===== config.mk =====
export PLATFORM = sky130hd
export DESIGN_NAME = dual_imu_frame_parser
export DESIGN_NICKNAME = d
export VERILOG_FILES = /design/src/hdl/dimu_pkg.sv /design/src/hdl/dual_imu_frame_parser.sv /design/src/hdl/dimu_short_parser.sv /design/src/hdl/dimu_long_parser.sv
export SDC_FILE = /design/constraint.sdc
export NUM_CORES = 1
export LEC_CHECK = 0
export BUFFER_PORTS_ARGS = -buffer_cell sky130_fd_sc_hd__buf_4
export CAP_MARGIN = 20
export CORE_MARGIN = 2
export CORE_UTILIZATION = 62
export CTS_CLUSTER_DIAMETER = 40
export CTS_CLUSTER_SIZE = 40
export DETAILED_ROUTE_END_ITERATION = 8
export HOLD_SLACK_MARGIN = 0.02
export PLACE_DENSITY = 0.92
export RECOVER_POWER = 25
export SLEW_MARGIN = 20
export SYNTH_ARGS = -nofsm -noshare
export SYNTH_HDL_FRONTEND = slang
export SYNTH_SLANG_ARGS = --single-unit

===== constraint.sdc =====
create_clock -name clk -period 5.9 [get_ports clk]
set_input_delay 0.295 -clock clk [delete_from_list [all_inputs] [get_ports clk]]
set_output_delay 0.295 -clock clk [all_outputs]
set_load 0.02 [all_outputs]

===== src/hdl/dimu_pkg.sv =====
// Shared types and constants for the dual attitude frame parser.
package dimu_pkg;

  localparam int DIMU_MAX_FRAME = 32;

  localparam logic [7:0] SHORT_HDR0 = 8'h55;
  localparam logic [7:0] SHORT_HDR1 = 8'h53;
  localparam logic [7:0] LONG_HDR0  = 8'hAA;
  localparam logic [7:0] LONG_HDR1  = 8'h55;

  // short frame: 11 bytes, check byte at the last position
  localparam int SHORT_LEN = 11;
  localparam logic [3:0] SHORT_LAST = 4'(SHORT_LEN - 1);

  // raw * 18000 >> 15 gives centidegrees
  localparam logic signed [15:0] SHORT_SCALE = 16'sd18000;

  // long frame: header, two bytes, length, payload, check byte
  localparam int LONG_LEN_POS   = 4;
  localparam int LONG_PL_BASE   = 5;
  localparam int LONG_OVERHEAD  = 6;
  localparam int LONG_PL_SHORT  = 6;
  localparam int LONG_PL_FULL   = 18;
  localparam int LONG_FULL_OFS  = 12;

  typedef enum logic [1:0] {
    SEV_NONE     = 2'd0,
    SEV_HEADER   = 2'd1,
    SEV_VALID    = 2'd2,
    SEV_CSUM_ERR = 2'd3
  } short_ev_t;

  typedef enum logic [2:0] {
    LEV_NONE     = 3'd0,
    LEV_HEADER   = 3'd1,
    LEV_VALID    = 3'd2,
    LEV_CSUM_ERR = 3'd3,
    LEV_LEN_ERR  = 3'd4
  } long_ev_t;

  // attitude update offered by one parser for the current word
  typedef struct packed {
    logic               upd;
    logic signed [15:0] roll;
    logic signed [15:0] pitch;
    logic signed [16:0] yaw;
  } att_upd_t;

endpackage


===== src/hdl/dual_imu_frame_parser.sv =====
// Top level: two serial attitude frame parsers fed from one byte stream.
//
// Input channel: in_valid/in_ready with in_rx_byte, one received serial
// byte per word. Output channel: out_valid/out_ready, one result word per
// input word, carrying the event code of each parser, the current roll,
// pitch and yaw in centidegrees and a flag that this byte changed them.
// The short parser takes 11-byte 55 53 frames and scales the raw angles
// by 18000/32768; the long parser takes AA 55 frames with a length byte
// and payloads up to 26 bytes, attitude only from payloads of 6 or 18
// bytes. If both finish on one byte the long frame's attitude is kept.
// The result is registered: out_valid rises in the cycle after accept.
// Throughput is one byte per cycle while results are taken; parser state
// and results update on accept; one shared 16x16 short-path multiplier.
// in_ready is high while the result register is empty or being taken, so
// a stalled receiver holds the result and back-pressures the input.
// Synchronous reset clears parser positions and sums, attitude and out_valid.
module dual_imu_frame_parser import dimu_pkg::*; #(
  parameter int MAX_FRAME = DIMU_MAX_FRAME
) (
  input  logic               clk,
  input  logic               rst_n,
  input  logic               in_valid,
  output logic               in_ready,
  input  logic [7:0]         in_rx_byte,
  output logic               out_valid,
  input  logic               out_ready,
  output logic [1:0]         out_short_frame_event,
  output logic [2:0]         out_long_frame_event,
  output logic signed [15:0] out_roll_cdeg,
  output logic signed [15:0] out_pitch_cdeg,
  output logic signed [16:0] out_yaw_cdeg,
  output logic               out_attitude_changed
);

  logic      step;
  short_ev_t sev;
  long_ev_t  lev;
  att_upd_t  s_att, l_att;

  logic               out_valid_r;
  short_ev_t          sev_r;
  long_ev_t           lev_r;
  logic               chg_r;
  logic signed [15:0] roll_r, roll_nxt;
  logic signed [15:0] pitch_r, pitch_nxt;
  logic signed [16:0] yaw_r, yaw_nxt;

  assign in_ready = !out_valid_r || out_ready;
  assign step     = in_valid && in_ready;

  dimu_short_parser u_short (
    .clk     (clk),
    .rst_n   (rst_n),
    .step    (step),
    .rx_byte (in_rx_byte),
    .ev      (sev),
    .att     (s_att)
  );

  dimu_long_parser #(
    .MAX_FRAME (MAX_FRAME)
  ) u_long (
    .clk     (clk),
    .rst_n   (rst_n),
    .step    (step),
    .rx_byte (in_rx_byte),
    .ev      (lev),
    .att     (l_att)
  );

  // long frame checked first, so it wins over the short one
  always_comb begin
    roll_nxt  = roll_r;
    pitch_nxt = pitch_r;
    yaw_nxt   = yaw_r;
    if (l_att.upd) begin
      roll_nxt  = l_att.roll;
      pitch_nxt = l_att.pitch;
      yaw_nxt   = l_att.yaw;
    end else if (s_att.upd) begin
      roll_nxt  = s_att.roll;
      pitch_nxt = s_att.pitch;
      yaw_nxt   = s_att.yaw;
    end
  end

  always_ff @(posedge clk) begin
    if (!rst_n) begin
      out_valid_r <= 1'b0;
      roll_r      <= '0;
      pitch_r     <= '0;
      yaw_r       <= '0;
    end else begin
      if (step) begin
        out_valid_r <= 1'b1;
        roll_r      <= roll_nxt;
        pitch_r     <= pitch_nxt;
        yaw_r       <= yaw_nxt;
      end else if (out_ready) begin
        out_valid_r <= 1'b0;
      end
    end
  end

  always_ff @(posedge clk) begin
    if (step) begin
      sev_r <= sev;
      lev_r <= lev;
      chg_r <= s_att.upd || l_att.upd;
    end
  end

  assign out_valid             = out_valid_r;
  assign out_short_frame_event = sev_r;
  assign out_long_frame_event  = lev_r;
  assign out_roll_cdeg         = roll_r;
  assign out_pitch_cdeg        = pitch_r;
  assign out_yaw_cdeg          = yaw_r;
  assign out_attitude_changed  = chg_r;

  a_chg_needs_valid: assert property (@(posedge clk) disable iff (!rst_n)
    out_valid_r && chg_r |-> (sev_r == SEV_VALID || lev_r == LEV_VALID))
    else $error("attitude change without a valid frame");

  a_accept_result: assert property (@(posedge clk) disable iff (!rst_n)
    step |=> out_valid_r)
    else $error("accepted word gave no result");

  a_att_hold: assert property (@(posedge clk) disable iff (!rst_n)
    step && !(s_att.upd || l_att.upd) |=>
      roll_r == $past(roll_r) && pitch_r == $past(pitch_r) && yaw_r == $past(yaw_r))
    else $error("attitude moved without an update");

endmodule


===== src/hdl/dimu_short_parser.sv =====
// Parser for 11-byte 55 53 frames with running sum and scaled attitude.
module dimu_short_parser import dimu_pkg::*; (
  input  logic       clk,
  input  logic       rst_n,
  input  logic       step,
  input  logic [7:0] rx_byte,
  output short_ev_t  ev,
  output att_upd_t   att
);

  logic [3:0]         pos_r, pos_nxt;
  logic [7:0]         sum_r, sum_nxt;
  logic [7:0]         lo_r, lo_nxt;
  logic signed [15:0] roll_r, roll_nxt;
  logic signed [15:0] pitch_r, pitch_nxt;
  logic signed [15:0] yaw_r, yaw_nxt;

  logic signed [15:0] raw;
  logic signed [31:0] prod;
  logic signed [15:0] scaled;

  // one shared multiplier: each angle is scaled when its high byte arrives
  assign raw    = $signed({rx_byte, lo_r});
  assign prod   = raw * SHORT_SCALE;
  assign scaled = prod[30:15];

  always_comb begin
    pos_nxt   = pos_r;
    sum_nxt   = sum_r;
    lo_nxt    = lo_r;
    roll_nxt  = roll_r;
    pitch_nxt = pitch_r;
    yaw_nxt   = yaw_r;
    ev        = SEV_NONE;
    att.upd   = 1'b0;
    att.roll  = roll_r;
    att.pitch = pitch_r;
    att.yaw   = {yaw_r[15], yaw_r};
    if (pos_r == 4'd0) begin
      if (rx_byte == SHORT_HDR0) begin
        sum_nxt = rx_byte;
        pos_nxt = 4'd1;
      end
    end else if (pos_r == 4'd1) begin
      if (rx_byte == SHORT_HDR1) begin
        sum_nxt = sum_r + rx_byte;
        pos_nxt = 4'd2;
        ev      = SEV_HEADER;
      end else if (rx_byte == SHORT_HDR0) begin
        sum_nxt = rx_byte;
      end else begin
        sum_nxt = '0;
        pos_nxt = 4'd0;
      end
    end else if (pos_r >= SHORT_LAST) begin
      pos_nxt = 4'd0;
      if (sum_r == rx_byte) begin
        ev      = SEV_VALID;
        att.upd = 1'b1;
      end else begin
        ev = SEV_CSUM_ERR;
      end
    end else begin
      sum_nxt = sum_r + rx_byte;
      pos_nxt = pos_r + 4'd1;
      case (pos_r)
        4'd3:    roll_nxt  = scaled;
        4'd5:    pitch_nxt = scaled;
        4'd7:    yaw_nxt   = scaled;
        default: lo_nxt    = rx_byte;
      endcase
    end
  end

  always_ff @(posedge clk) begin
    if (!rst_n) begin
      pos_r <= '0;
      sum_r <= '0;
    end else if (step) begin
      pos_r <= pos_nxt;
      sum_r <= sum_nxt;
    end
  end

  always_ff @(posedge clk) begin
    if (step) begin
      lo_r    <= lo_nxt;
      roll_r  <= roll_nxt;
      pitch_r <= pitch_nxt;
      yaw_r   <= yaw_nxt;
    end
  end

  a_pos_range: assert property (@(posedge clk) disable iff (!rst_n)
    pos_r <= SHORT_LAST)
    else $error("short parser position out of range");

  a_hdr_pos: assert property (@(posedge clk) disable iff (!rst_n)
    step && ev == SEV_HEADER |=> pos_r == 4'd2)
    else $error("short header did not advance to data");

  a_done_pos: assert property (@(posedge clk) disable iff (!rst_n)
    step && (ev == SEV_VALID || ev == SEV_CSUM_ERR) |=> pos_r == 4'd0)
    else $error("short frame end did not return to hunt");

endmodule


===== src/hdl/dimu_long_parser.sv =====
// Parser for variable-length AA 55 frames with length check and running sum.
module dimu_long_parser import dimu_pkg::*; #(
  parameter int MAX_FRAME = DIMU_MAX_FRAME
) (
  input  logic       clk,
  input  logic       rst_n,
  input  logic       step,
  input  logic [7:0] rx_byte,
  output long_ev_t   ev,
  output att_upd_t   att
);

  localparam int         PW      = $clog2(MAX_FRAME + 1);
  localparam logic [8:0] LEN_MAX = 9'(MAX_FRAME - LONG_OVERHEAD);
  localparam int         NPL     = 6;

  logic [PW-1:0] pos_r, pos_nxt;
  logic [PW-1:0] exp_r, exp_nxt;
  logic [7:0]    sum_r, sum_nxt;
  logic          wr_data;

  // kept bytes: payload 0..5 and payload 12..17
  logic [7:0] pl_r  [NPL];
  logic [7:0] ext_r [NPL];

  logic [PW:0] pos_inc;
  assign pos_inc = {1'b0, pos_r} + (PW+1)'(1);

  always_comb begin
    pos_nxt   = pos_r;
    exp_nxt   = exp_r;
    sum_nxt   = sum_r;
    wr_data   = 1'b0;
    ev        = LEV_NONE;
    att.upd   = 1'b0;
    att.roll  = $signed({pl_r[5], pl_r[4]});
    att.pitch = $signed({pl_r[3], pl_r[2]});
    att.yaw   = $signed({1'b0, pl_r[1], pl_r[0]});
    if (pos_r == PW'(0)) begin
      if (rx_byte == LONG_HDR0) pos_nxt = PW'(1);
    end else if (pos_r == PW'(1)) begin
      if (rx_byte == LONG_HDR1) begin
        pos_nxt = PW'(2);
        exp_nxt = '0;
        sum_nxt = '0;
        ev      = LEV_HEADER;
      end else if (rx_byte != LONG_HDR0) begin
        pos_nxt = PW'(0);
      end
    end else if (exp_r != '0 && pos_inc >= {1'b0, exp_r}) begin
      pos_nxt = '0;
      exp_nxt = '0;
      if (sum_r != rx_byte) begin
        ev = LEV_CSUM_ERR;
      end else begin
        ev = LEV_VALID;
        if (exp_r == PW'(LONG_PL_SHORT + LONG_OVERHEAD)) begin
          att.upd = 1'b1;
        end else if (exp_r == PW'(LONG_PL_FULL + LONG_OVERHEAD)) begin
          att.upd   = 1'b1;
          att.pitch = $signed({ext_r[1], ext_r[0]});
          att.roll  = $signed({ext_r[3], ext_r[2]});
          att.yaw   = $signed({1'b0, ext_r[5], ext_r[4]});
        end
      end
    end else begin
      wr_data = 1'b1;
      sum_nxt = sum_r + rx_byte;
      pos_nxt = pos_inc[PW-1:0];
      if (pos_r == PW'(LONG_LEN_POS)) begin
        if ({1'b0, rx_byte} > LEN_MAX) begin
          pos_nxt = '0;
          exp_nxt = '0;
          ev      = LEV_LEN_ERR;
        end else begin
          exp_nxt = PW'({1'b0, rx_byte} + 9'(LONG_OVERHEAD));
        end
      end
    end
  end

  always_ff @(posedge clk) begin
    if (!rst_n) begin
      pos_r <= '0;
      exp_r <= '0;
      sum_r <= '0;
    end else if (step) begin
      pos_r <= pos_nxt;
      exp_r <= exp_nxt;
      sum_r <= sum_nxt;
    end
  end

  always_ff @(posedge clk) begin
    for (int i = 0; i < NPL; i++) begin
      if (step && wr_data && pos_r == PW'(LONG_PL_BASE + i))
        pl_r[i] <= rx_byte;
      if (step && wr_data && pos_r == PW'(LONG_PL_BASE + LONG_FULL_OFS + i))
        ext_r[i] <= rx_byte;
    end
  end

  a_exp_min: assert property (@(posedge clk) disable iff (!rst_n)
    exp_r == '0 || exp_r >= PW'(LONG_OVERHEAD))
    else $error("long frame expected length below overhead");

  a_hdr_pos: assert property (@(posedge clk) disable iff (!rst_n)
    step && ev == LEV_HEADER |=> pos_r == PW'(2) && exp_r == '0)
    else $error("long header did not start a new frame");

  a_len_err: assert property (@(posedge clk) disable iff (!rst_n)
    step && ev == LEV_LEN_ERR |=> pos_r == '0 && exp_r == '0)
    else $error("long length error did not drop the frame");

endmodule

==> impl_metrics.ini, run 1 <==
[grt]
grt-ovfl-total = 0
antenna_found_initial = 0
grt_usage_pct = 29.5
grt_pass1_wl_um = 50600
first_global_vias = 9508
grt_max_degree = 50

[placement]
placed_cell_area_mm2 = 0.0137
place_congestion = 0.888
post-place-ws_ns = 0.869
portBuffers = 68
dp_hpwl_um = 21200

[power_and_ir_drop]
p_leak_uw = 0.00591
power.total_uw = 4560
power.density_mw_per_mm2 = 311
vdd_drop_max_v = 0.000231

[sta]
fin_crit_ns = 5.35
timing.setup.tns_ns = 0
worst_slack_ns = 0.546
rsz0062_at_grt = no
relSlewSlack_pct = -17.8
setup_viol = 0
worst_pin_slew_ns = 1.77
drv_slew = 79
fin_crit_sh_pct = 90.7
hold_viol = 0
fin_worst_skew_ns = 0.0299
clock.fmax_mhz = 187

[final_layout]
final_cell_area_mm2 = 0.0147
nets = 1369
antennaDiodeCount = 0
drive_above_1_share_pct = 11.4
synthToLayoutAreaGrowth_pct = 13.4

[logic_synthesis]
synth_top_area_share_pct = 36.7
async_reset_ff_share_pct = 0
ys_ff_latch = 240
avgSynthCellArea_um2 = 11.3
synth_fp_nets = 1307
synth_common_cells = edfxtp_1, nand2_1, ha_1
synth.distinct_cells = 66
syn-cell-area_mm2 = 0.0129
synth.most_common_cell = edfxtp_1
synth.area.top_cells = edfxtp_1, dfxtp_1, ha_1
ys_warn_count = 0
yosysSeqAreaShare_pct = 49.3
synth_edf_count = 158
synthCells = 1148
yosys.area.top_type = edfxtp_1
synth_top_flop_cell = edfxtp_1

[clock_network]
numCtsBuffers = 27
clock_path_buffers = 3
path_clk_slew_ns = 0.06
post_cts_buffers = 0
ctsRootBufferMaster = clkbuf_16
cts.sinks = 240
cts_hold_buf = 1
cts_max_level = 1
clock_latency_ns = 0.56
cts_resized = 0
cts_tree = yes

[floorplanning]
num_rows = 52
dieArea_mm2 = 0.0220
coreArea_mm2 = 0.0204
die_h_um = 148
start_util_pct = 63.5
io_pins = 69
die_w_um = 148

[route]
drc = 0
routed_wl_um = 32700
vias_per_cell = 6.45
vias = 9681
ant_nets = 0
wl_per_cell_um = 21.8
drt_iter0_drc = 987
firstDrtPassIters = 6

[outcome]
violations = max-capacitance violations, max-slew violations
status = complete, but fails checks

[critical_path]
end_kind = register
required_ns = 6.20
critPathMaxFanout = 24
cp-start-kind = primary input
critPathKind = primary input to register
arrival_ns = 5.65

[hold_path]
worst_hold_path_type = primary input to register

[flow_run]
drv_cap = 3
power by group:
group	internal, uW	switching, uW
combinational	286	554
sequential	1900	1.08
clock	1090	726
total	3280	1280
worst paths after layout:
path,start,end,slack [ns],depth (start not counted)
setup / recovery,in_rx_byte[0],u_short.yaw_r[15]$_DFFE_PP_,0.55,15
hold / removal,out_ready,out_valid$_SDFFE_PN0P_,0.08,3
setup reg to reg,u_short.lo_r[5]$_DFFE_PP_,u_short.yaw_r[15]$_DFFE_PP_,0.96,14
hold reg to reg,u_short.sum_r[5]$_SDFFE_PN0P_,u_short.sum_r[5]$_SDFFE_PN0P_,0.46,2
per-layer routing:
layer  share of wire (%)  vias up  track usage (%)
li1                    -     4349                -
met5                   0        -                0
met3                 9.7      113             4.85
met2                  48      604             50.2
met4                 4.3        0             12.6
met1                  38     4615             37.5
worst max-delay path, cell delays in order:
cell and delay (ns):
clkbuf_1 1.12, ha_1 0.44, fa_1 0.42, fa_1 0.51, inv_1 0.05, fa_1 0.54, inv_1 0.05, ha_1 0.38
a21o_1 0.19, a221o_1 0.33, o221a_2 0.26, a211oi_2 0.30, a21oi_1 0.22, mux2i_1 0.18, a221oi_1 0.36
per-stage QoR:
stage	std cells	utilization [%]	hold slack, ns
finish	1501	72.0	0.0843
global route	1501	72.0	0.0972
floorplan	1148	-	0.394
detailed placement	1450	67.5	0.449
CTS	1501	72.3	0.0722
global placement	1450	67.4	0.444
cell usage in the layout (no fill, tap or decap), types with 4 or more instances in the layout:
cell type,Yosys,routed
o31ai_1,6,6
nand3_1,22,22
inv_1,81,81
nand4_1,7,7
or3_1,4,4
nor3_1,18,14
nor4_1,10,10
clkbuf_16,0,29
nor2_1,51,48
clkbuf_1,33,18
a22oi_1,52,52
mux2i_1,6,6
o21a_1,4,4
nor3_2,2,5
o211ai_1,49,49
a211oi_1,6,6
and2_1,11,11
a21o_1,14,14
a21oi_1,49,49
ha_1,110,110
edfxtp_1,158,158
dfxtp_1,82,82
bufinv_16,0,4
buf_4,1,67
inv_6,0,5
o21ai_0,26,26
and3_1,4,4
nand2_1,135,135
fa_1,37,37
nand2b_1,8,8
xor2_1,15,15
xnor2_1,28,28
a22o_1,48,48
nor2b_1,7,7
cell type report:
class / count / area, um2
clock inverter: 18 / 241
clock buffer: 32 / 737
multi-input combinational: 777 / 6100
tap: 270 / 338
inverter: 81 / 304
sequential: 240 / 6390
timing repair buffer: 83 / 569
fill: 1287 / 5690
logic make-up after synthesis:
| logic type | share of synthesized area, % |
|---|---|
| AOI/OAI and AO/OA | 16.2 |
| xor gates and xnor gates | 2.91 |
| adders and majority gates | 16.4 |
| DFF | 49.3 |
| buffers and inverters | 4.08 |
| muxes | 0.551 |
| and+or+nand+nor | 10.5 |
state kept, by name, indices dropped and copies added (netlist names):
register,flops
out_attitude_changed,1
out_long_frame_event,3
out_pitch_cdeg,16
out_roll_cdeg,16
out_short_frame_event,2
out_valid,1
out_yaw_cdeg,17
u_long.exp_r,6
u_long.ext_r,48
u_long.pl_r,48
u_long.pos_r,6
u_long.sum_r,8
u_short.lo_r,8
u_short.pitch_r,16
u_short.pos_r,4
u_short.roll_r,16
u_short.sum_r,8
u_short.yaw_r,16
No activity file was read; power rests on OpenSTA's default activity.
==> run 2, diff against run 1 <==
- CORE_UTILIZATION: 62 -> 40
- PLACE_DENSITY: 0.92 -> 0.67
==> run 2 against run 1 <==
Effect of this change: the flow still finishes with violations (max-capacitance violations, max-slew violations); register-to-register slack improved by 0.17 ns; sequential share of layout area shrank 1.1 points; power is 4.2% higher; non-clock buffer count unchanged; count of clock-buffer cells in the layout rose by 2; via count fell by 4.5%; sequential power hardly changed; critical path type unchanged; highest routed layer unchanged.
==> impl_metrics.ini, run 2 (synthesized netlist as in run 1, its figures left out) <==
[power_and_ir_drop]
p_int_uw = 3390
vdd_drop_max_v = 0.000252
pwr-share-comb_pct = 17.0
p_sw_uw = 1370
p_leak_uw = 0.00603
swShare_pct = 28.8
clock_power_share_pct = 42.9
power_frac_seq_pct = 40.1
power.density_mw_per_mm2 = 316

[sta]
hold_viol = 0
worst_pin_slew_ns = 1.68
timing.setup.tns_ns = 0
rsz0062_at_grt = no
fin_worst_skew_ns = 0.0201
fin_crit_sh_pct = 88.0
setup_viol = 0
relSlewSlack_pct = -12.0
drv_slew = 25
fin_crit_ns = 5.19
clock.fmax_mhz = 193

[outcome]
violations = max-capacitance violations, max-slew violations
status = complete, but fails checks

[floorplanning]
start_util_pct = 40.8
die_w_um = 184
dieArea_mm2 = 0.0338
coreArea_mm2 = 0.0317
num_rows = 65
io_pins = 69
die_h_um = 184

[placement]
dp_hpwl_um = 21600
place_inst = 1583
portBuffers = 68
place_congestion = 0.835

[critical_path]
critPathMaxFanout = 24
required_ns = 6.18
arrival_ns = 5.47
max_stage_delay_ns = 1.18
cp.buffers_inverters = 3
critPathMostFrequentCell = ha_1
end_kind = register
slowest_stage = clkbuf_1
path_cells = clkbuf_1 > ha_1 > ha_1 > fa_1 > inv_1 > fa_1 > inv_1 > ha_1 > a21o_1 > a221o_1 > o221a_2 > a211oi_2 > a21oi_1 > mux2i_1 > a221oi_1
critPathKind = primary input to register
critPathTopFamily = adder cells
cp-start-kind = primary input

[route]
firstDrtPassIters = 5
vias_per_cell = 5.62
ant_nets = 0
wl_per_cell_um = 19.6
drc = 0
vias = 9249
routed_wl_um = 32300
drt_iter0_drc = 725

[flow_run]
drv_cap = 1

[clock_network]
cts_tree = yes
clock_path_buffers = 3
ctsRootBufferMaster = clkbuf_16
cts_resized = 0
clock_latency_ns = 0.52
path_clk_slew_ns = 0.05
numCtsBuffers = 34
cts_max_level = 2
cts_hold_buf = 0
cts.sinks = 240
post_cts_buffers = 0

[final_layout]
postLayoutCoreUtil_pct = 47.4
multiInputGateArea_mm2 = 0.00608
drive_above_1_share_pct = 12.9
antennaDiodeCount = 0
mostFrequentLayoutCell = edfxtp_1
nets = 1376
seqCellArea_mm2 = 0.00639
synthToLayoutAreaGrowth_pct = 16.2
nFillCells = 2872
final_cell_mix = edfxtp_1, nand2_1, ha_1, dfxtp_1, inv_1
instances_no_fill = 1645

[grt]
grt-ovfl-total = 0
grt_max_degree = 50
first_global_vias = 8893
grt_pass1_wl_um = 50000
grt_usage_pct = 19.1
antenna_found_initial = 0

[hold_path]
worst_hold_path_type = primary input to register
## run 2: power groups by stage
stage	sequential, uW	clock (uW)	combinational, uW
final	1900	2040	808
after global routing	1900	2130	896
after CTS	1900	2080	807
after detailed placement	1940	0	801
after global placement	1940	0	780
after floorplan	1940	0	534
## run 2: per-layer routing
layer / up-vias / track usage (%) / wire length [um]
met5: - / 0 / 0
met4: 0 / 5.41 / 636
met3: 48 / 2.58 / 1790
met2: 305 / 31.2 / 15100
met1: 4514 / 26.5 / 14800
li1: 4382 / - / -
## run 2: worst paths after layout
check	startpoint	end	slack, ns	cells after the start
setup / recovery	in_rx_byte[5]	u_short.pitch_r[15]$_DFFE_PP_	0.71	15
hold / removal	in_valid	out_valid$_SDFFE_PN0P_	0.05	3
setup reg to reg	u_short.lo_r[5]$_DFFE_PP_	u_short.pitch_r[15]$_DFFE_PP_	1.13	14
hold reg to reg	u_short.sum_r[3]$_SDFFE_PN0P_	u_short.sum_r[3]$_SDFFE_PN0P_	0.45	2
## run 2: stage by stage
stage	setup WS, ns	power (uW)	hold WS (ns)	cell area [um2]
after floorplan	1.43	2480	0.394	12900
after global placement	0.995	2720	0.442	13900
after detailed placement	0.857	2740	0.450	13900
after CTS	1.13	4790	0.0295	15100
after global routing	0.454	4930	0.0713	15000
final	0.707	4750	0.0457	15000
## run 2: cell type report
class	instances	share of cell area (%)
multi-input cells	777	40.5
repair buffers	83	3.92
clock buffers	34	5.66
flip-flops and latches	240	42.5
inverters	81	2.02
clock inverters	28	2.11
well taps	402	3.35
## run 2: worst register-to-register path, stage by stage, from the launching register on
cell and delay, ns:
edfxtp_1 0.46, ha_1 0.34, fa_1 0.49, fa_1 0.55
inv_1 0.05, fa_1 0.52, inv_1 0.04, ha_1 0.38
a21o_1 0.19, a221o_1 0.33, o221a_2 0.27, a211oi_2 0.27
a21oi_1 0.19, mux2i_1 0.15, a221oi_1 0.32
